$ cat src/hw/rtl/pcd_pkg.sv
// Shared constants, payload structs and control types of the path conflict detector.
package pcd_pkg;

   localparam int MAX_AGENTS = 16;
   localparam int MAX_STEPS  = 256;
   localparam int COORD_BITS = 10;
   localparam int TIME_BITS  = 12;

   localparam int AGENT_BITS = $clog2(MAX_AGENTS);
   localparam int STEP_BITS  = $clog2(MAX_STEPS);
   localparam int LEN_BITS   = STEP_BITS + 1;
   localparam int CNT_BITS   = AGENT_BITS + 1;
   localparam int ADDR_BITS  = AGENT_BITS + STEP_BITS;
   localparam int MEM_DEPTH  = MAX_AGENTS * MAX_STEPS;

   localparam int AGENT_COUNT_BITS = 5;
   localparam logic [AGENT_COUNT_BITS-1:0] AGENT_COUNT_RESET = 5'd2;

   localparam int CSR_ADDR_BITS = 3;
   localparam int CSR_DATA_BITS = 32;
   localparam int CSR_IDX_BITS  = CSR_ADDR_BITS - 2;
   localparam logic [CSR_IDX_BITS-1:0] CSR_AGENT_COUNT = '0;

   localparam logic [1:0] REQ_LOAD_WP = 2'd0;
   localparam logic [1:0] REQ_SET_LEN = 2'd1;
   localparam logic [1:0] REQ_CHECK   = 2'd2;

   localparam logic KIND_VERTEX = 1'b0;
   localparam logic KIND_EDGE   = 1'b1;

   typedef struct packed {
      logic [1:0]  req_type;
      logic [3:0]  agent_id;
      logic [7:0]  step_index;
      logic [9:0]  pos_x;
      logic [9:0]  pos_y;
      logic [11:0] stamp;
      logic [8:0]  path_len;
   } req_data_type;

   typedef struct packed {
      logic        found;
      logic        conflict_kind;
      logic [3:0]  agent_first;
      logic [3:0]  agent_second;
      logic [11:0] time_first;
      logic [11:0] time_second;
      logic [9:0]  x_first;
      logic [9:0]  y_first;
      logic [9:0]  x_second;
      logic [9:0]  y_second;
   } rsp_data_type;

   typedef struct packed {
      logic [COORD_BITS-1:0] x;
      logic [COORD_BITS-1:0] y;
      logic [TIME_BITS-1:0]  t;
   } waypoint_type;

   typedef enum logic [5:0] {
      ST_IDLE  = 6'b000001,
      ST_PAIR  = 6'b000010,
      ST_LEN   = 6'b000100,
      ST_PRIME = 6'b001000,
      ST_SCAN  = 6'b010000,
      ST_DONE  = 6'b100000
   } state_type;

   typedef struct packed {
      logic write_wp;
      logic write_len;
      logic start;
      logic len_first;
      logic len_second;
      logic prime;
      logic step;
      logic advance;
      logic hit;
      logic load_result;
   } cmd_type;

   typedef struct packed {
      logic pairs_done;
      logic same_pair;
      logic len_zero;
      logic vertex_hit;
      logic edge_hit;
      logic step_last;
   } status_type;

endpackage

$ cat src/hw/rtl/pcd_ctrl.sv
// Controller state machine of the path conflict detector.
module pcd_ctrl (
   input  logic                 clock,
   input  logic                 reset,
   input  logic                 req_valid,
   output logic                 req_ready,
   input  logic [1:0]           req_type,
   output logic                 rsp_valid,
   input  logic                 rsp_ready,
   output pcd_pkg::cmd_type     cmd,
   input  pcd_pkg::status_type  status
);

   pcd_pkg::state_type state_ff, state_in;
   logic               rsp_valid_ff, rsp_valid_in;

   always_comb begin
      state_in  = state_ff;
      cmd       = '0;
      req_ready = 1'b0;
      unique case (state_ff)
         pcd_pkg::ST_IDLE: begin
            req_ready = 1'b1;
            if (req_valid) begin
               unique case (req_type)
                  pcd_pkg::REQ_LOAD_WP: cmd.write_wp = 1'b1;
                  pcd_pkg::REQ_SET_LEN: cmd.write_len = 1'b1;
                  pcd_pkg::REQ_CHECK: begin
                     cmd.start = 1'b1;
                     state_in  = pcd_pkg::ST_PAIR;
                  end
                  default: ;
               endcase
            end
         end
         pcd_pkg::ST_PAIR: begin
            priority if (status.pairs_done) begin
               state_in = pcd_pkg::ST_DONE;
            end else if (status.same_pair) begin
               cmd.advance = 1'b1;
            end else begin
               cmd.len_first = 1'b1;
               state_in      = pcd_pkg::ST_LEN;
            end
         end
         pcd_pkg::ST_LEN: begin
            cmd.len_second = 1'b1;
            if (status.len_zero) begin
               cmd.advance = 1'b1;
               state_in    = pcd_pkg::ST_PAIR;
            end else begin
               state_in = pcd_pkg::ST_PRIME;
            end
         end
         pcd_pkg::ST_PRIME: begin
            cmd.prime = 1'b1;
            state_in  = pcd_pkg::ST_SCAN;
         end
         pcd_pkg::ST_SCAN: begin
            // The vertex test wins over the swap test at the same step.
            priority if (status.vertex_hit || status.edge_hit) begin
               cmd.hit  = 1'b1;
               state_in = pcd_pkg::ST_DONE;
            end else if (status.step_last) begin
               cmd.advance = 1'b1;
               state_in    = pcd_pkg::ST_PAIR;
            end else begin
               cmd.step = 1'b1;
            end
         end
         pcd_pkg::ST_DONE: begin
            if (!rsp_valid_ff || rsp_ready) begin
               cmd.load_result = 1'b1;
               state_in        = pcd_pkg::ST_IDLE;
            end
         end
         default: state_in = pcd_pkg::ST_IDLE;
      endcase
   end

   always_comb begin
      rsp_valid_in = rsp_valid_ff;
      priority if (cmd.load_result) begin
         rsp_valid_in = 1'b1;
      end else if (rsp_ready) begin
         rsp_valid_in = 1'b0;
      end
   end

   always_ff @(posedge clock) begin
      if (reset) begin
         state_ff     <= pcd_pkg::ST_IDLE;
         rsp_valid_ff <= 1'b0;
      end else begin
         state_ff     <= state_in;
         rsp_valid_ff <= rsp_valid_in;
      end
   end

   assign rsp_valid = rsp_valid_ff;

endmodule

$ cat config.mk
export PLATFORM = sky130hd
export DESIGN_NAME = pcd_ctrl
export DESIGN_NICKNAME = d
export VERILOG_FILES = /design/src/hw/rtl/pcd_pkg.sv /design/src/hw/rtl/pcd_ctrl.sv
export SDC_FILE = /design/constraint.sdc
export NUM_CORES = 1
export LEC_CHECK = 0
export ABC_CLOCK_PERIOD_IN_PS = 3450
export BUFFER_PORTS_ARGS = -buffer_cell sky130_fd_sc_hd__buf_2
export CORE_AREA = 2 2 39 41
export CTS_CLUSTER_SIZE = 10
export DETAILED_ROUTE_END_ITERATION = 8
export DIE_AREA = 0 0 41 43
export PLACE_DENSITY = 0.71
export SLEW_MARGIN = 25
export SYNTH_ARGS = -nofsm -noshare
export SYNTH_HDL_FRONTEND = slang
export SYNTH_SLANG_ARGS = --single-unit
$ cat constraint.sdc
create_clock -name clock -period 3.45 [get_ports clock]
set_input_delay 0.1725 -clock clock [delete_from_list [all_inputs] [get_ports clock]]
set_output_delay 0.1725 -clock clock [all_outputs]
set_load 0.05 [all_outputs]
# Word level (Yosys, flattened, before mapping)
# Cells that the tools add are included.
# word_totals
in_bits	12
rom_bits	0
elab_cells	55
mem_bits_rw	0
memories	0
latch_bits	0
register_bits	7
# op_classes
n_lt_le_gt_ge	0
reduce_logical	6
mul	0
n_shift	0
n_mux	34
n_div	0
eq_ne	13
n_bitwise	0
add_sub_neg	0
# op_table
cell	count
6-bit 2-to-1 mux	7
6-bit one-hot mux with 6 select lines	1
1-bit 2-to-1 mux	21
6-bit by 1-bit equality test with 1-bit output, second input constant	1
6-bit by 2-bit equality test with 1-bit output, second input constant	1
6-bit by 3-bit equality test with 1-bit output, second input constant	1
6-bit by 4-bit equality test with 1-bit output, second input constant	1
6-bit by 5-bit equality test with 1-bit output, second input constant	1
6-bit equality test, second input constant	1
3-bit 2-to-1 mux	2
3-bit != test, second input constant	2
5-bit AND reduction	1
4-bit 2-to-1 mux	1
2-bit != test, second input constant	2
1-bit one-hot mux with 3 select lines	1
2-bit by 1-bit equality test with 1-bit output, second input constant	1
2-bit equality test, second input constant	1
2-bit logical NOT	1
1-bit logical OR	2
2-bit 2-to-1 mux	1
2-bit by 1-bit != test with 1-bit output, second input constant	1
2-bit nonzero test	1
1-bit logical NOT	1

# Logic depth before layout (Yosys ltp)
# logic_depth
word_depth	5
ltp_mapped	5
depth_no_buf	5

# Worst setup path before layout
# Ideal clock, no wire load.
# synth_timing
kind	reg-to-output
startpoint	reg state_ff[5]
endpoint	out cmd[9] (netlist name)
path_stages_with_launch	4
slack_ns	0.700
arrival_time_ns	2.578
path_buffers	0
path_cell_list	dfxtp_1 > nor4_4 > nand3b_2 > nor4b_1
# synth_lines
item	line_no	text
start: declaration	pcd_ctrl.sv:14	pcd_pkg::state_type state_ff, state_in;
start signal: assignment	pcd_ctrl.sv:92	state_ff <= pcd_pkg::ST_IDLE;
start signal: assignment	pcd_ctrl.sv:95	state_ff <= state_in;
end: declaration	pcd_ctrl.sv:10	output pcd_pkg::cmd_type cmd,

==> results.yml <==
status:
  status: "finished, final reports clean"
placement:
  dp_slack_ns: 1.67
  numPortBuffers: 23
  place_congestion: 0.822
  placedCellCount: 93
  dpl_cell_area_sq_um: 611
  dp_hpwl_um: 939
yosys:
  synthArstFlopShare_pct: 0
  seq_area_frac_synth_pct: 29.0
  synth-edff-count: 0
  yosys.area.top_type: "dfxtp_1"
  ys_warn_count: 0
  synth-seq-cells: 7
  synthTopCellsByArea: "dfxtp_1 29%, nand4b_1 9.1%, nor4_4 8.8%"
  synth_ff_type: "dfxtp_1"
  synth_top_cell_area_share_pct: 29.0
  syn_area_sq_um: 483
  syn_inst: 55
  ys_types: 25
  syn_nets: 67
  postSynthAreaPerCell_sq_um: 8.78
floorplanning:
  die_area_sq_um: 1760
  die_w_um: 41
  start_util_pct: 34.9
  core_sq_um: 1380
  top_level_ports: 24
  dieHeight_um: 43
  rows: 14
sta:
  setup-tns-final_ns: 0
  slew_violations: 0
  rsz0062_at_grt: "false"
  max_freq_mhz: 486
  post-route-period-util_pct: 59.6
  relSlewSlack_pct: 71.4
  finClkSkew_ns: 0.00125
  hold_viol: 0
  setup_viol: 0
  worst_slew_pin_slew_ns: 0.424
  period_needed_ns: 2.06
  fin_ws_ns: 1.39
route:
  dr.pass1.iters: 4
  detail-route-antenna-nets: 0
  viasPerCell: 5.36
  wl_um: 1140
  first_iter_violations: 4
  drc: 0
  num_vias: 520
  wire_per_inst_um: 11.8
clocking:
  htree_levels: 1
  cts.clk_slew.worst_paths_ns: 0.05
  cts_hold_buf: 0
  cts-root-buf: "clkbuf_4"
  cts_made_buffers: 3
  post_cts_buffers: 0
  cts_buffer_depth: 2
  ctsResizeCount: 0
  clk_latency_ns: 0.25
  tritoncts: "yes"
  cts.sinks: 7
layout:
  final_cell_mix: "23 x buf_2, 7 x dfxtp_1, 5 x nand4b_1"
  finalNetCount: 94
  drive_above_1_share_pct: 39.5
  fillers: 142
  n_antenna_cell: 0
  final_common_cell: "buf_2"
  stdcell_area_sq_um: 637
  stdcell_count: 97
  multi_input_area_sq_um: 320
  syn2layout_area_growth_pct: 31.9
  final-seq-area_sq_um: 140
hold_path:
  hold_path_class: "in -> reg"
  holdCritStartpoint: "status[3]"
grt:
  antenna_found_initial: 0
  grtUsageTotal_pct: 14.9
  grt_pass1_wl_um: 1780
  grt_max_degree: 7
  grt_pass1_vias: 424
  grt_overflow_total: 0
setup_path:
  critPathKind: "reg -> out"
  critPathLaunch: "state_ff[5]"
  cp-end-kind: "output port"
  r2r-start: "state_ff[5]"
  arrival_ns: 1.88
  critPathLaunchType: "register"
  crit_fanout: 6
  required_ns: 3.28
power_and_ir_drop:
  p_int_w: 0.000226
  sw_frac_of_total_pct: 48.7
  vdd_drop_max_mv: 0.327
  switching_power_w: 0.000215
  pwr-share-clk_pct: 16.8
  p_leak_nw: 0.314
  seqPwrFrac_pct: 28.1
  power_w: 0.000441
  power_frac_comb_pct: 55.1
  powerDensity_nw_per_um2: 693
run:
  maxCapViolCount: 0
==> metrics by stage <==
| step | utilization (%) | hold WS (ns) |
|---|---|---|
| 6_report | 46.0 | 0.105 |
| 5_1_grt | 46.0 | 0.0898 |
| 4_1_cts | 46.0 | 0.102 |
| 3_5_place_dp | 44.1 | 0.370 |
| 3_3_place_gp | 44.1 | 0.366 |
| 2_1_floorplan | - | 0.237 |
==> state kept, by name, summed over array words and instances (netlist names) <==
signal     count
state_ff       6
rsp_valid      1
==> final cells by class <==
class	count	area share, %
multi-input cells	43	50.3
well taps	16	3.14
inverters	4	2.36
clock buffers	4	4.13
repair buffers	23	18.1
flip-flops and latches	7	22.0
==> path summary, 6_finish.rpt <==
check,endpoint,slack (ns),cells after the start
max,cmd[9],1.39,4
min,state_ff[3],0.11,2
max reg2reg,state_ff[0],1.90,4
min reg2reg,rsp_valid,0.48,2
==> worst max-delay path: stages, from the launching register on <==
cell	delay, ns
dfxtp_1	0.38
nor4_4	0.43
nand3b_2	0.19
nor4b_1	0.32
buf_2	0.32
==> power groups by stage <==
stage | clock (W) | combinational [W] | sequential, W
2_1_floorplan | 0 | 0.000191 | 0.000125
3_3_place_gp | 0 | 0.000236 | 0.000125
3_5_place_dp | 0 | 0.000241 | 0.000126
4_1_cts | 0.0000774 | 0.000241 | 0.000124
5_1_grt | 0.0000855 | 0.000265 | 0.000127
6_report | 0.0000740 | 0.000243 | 0.000124
==> per-layer routing <==
metal  track usage [%]  vias to the layer above  share of wire [%]
met2              21.9                       18                 47
met1              19.4                      236                 46
met3              7.85                        0                6.9
met4              2.00                        0                  0
li1                  -                      266                  -
met5                 0                        -                  0
==> synthesized netlist by cell type (all sizes together) (2+ instances only) <==
cell    count
nand4       2
nand3b      4
nor4        4
nor2b       2
nand4b      5
nor3        2
and4b       2
dfxtp       7
inv         4
nand2       4
nand3       4
nor2        4
==> kinds of logic after synthesis <==
group / synth area share (%)
AND/OR/NAND/NOR: 57.5
flip-flops: 29.0
buffers and inverters: 4.66
AO/OA/AOI/OAI: 8.81
Power figures use the tool's default switching activity.
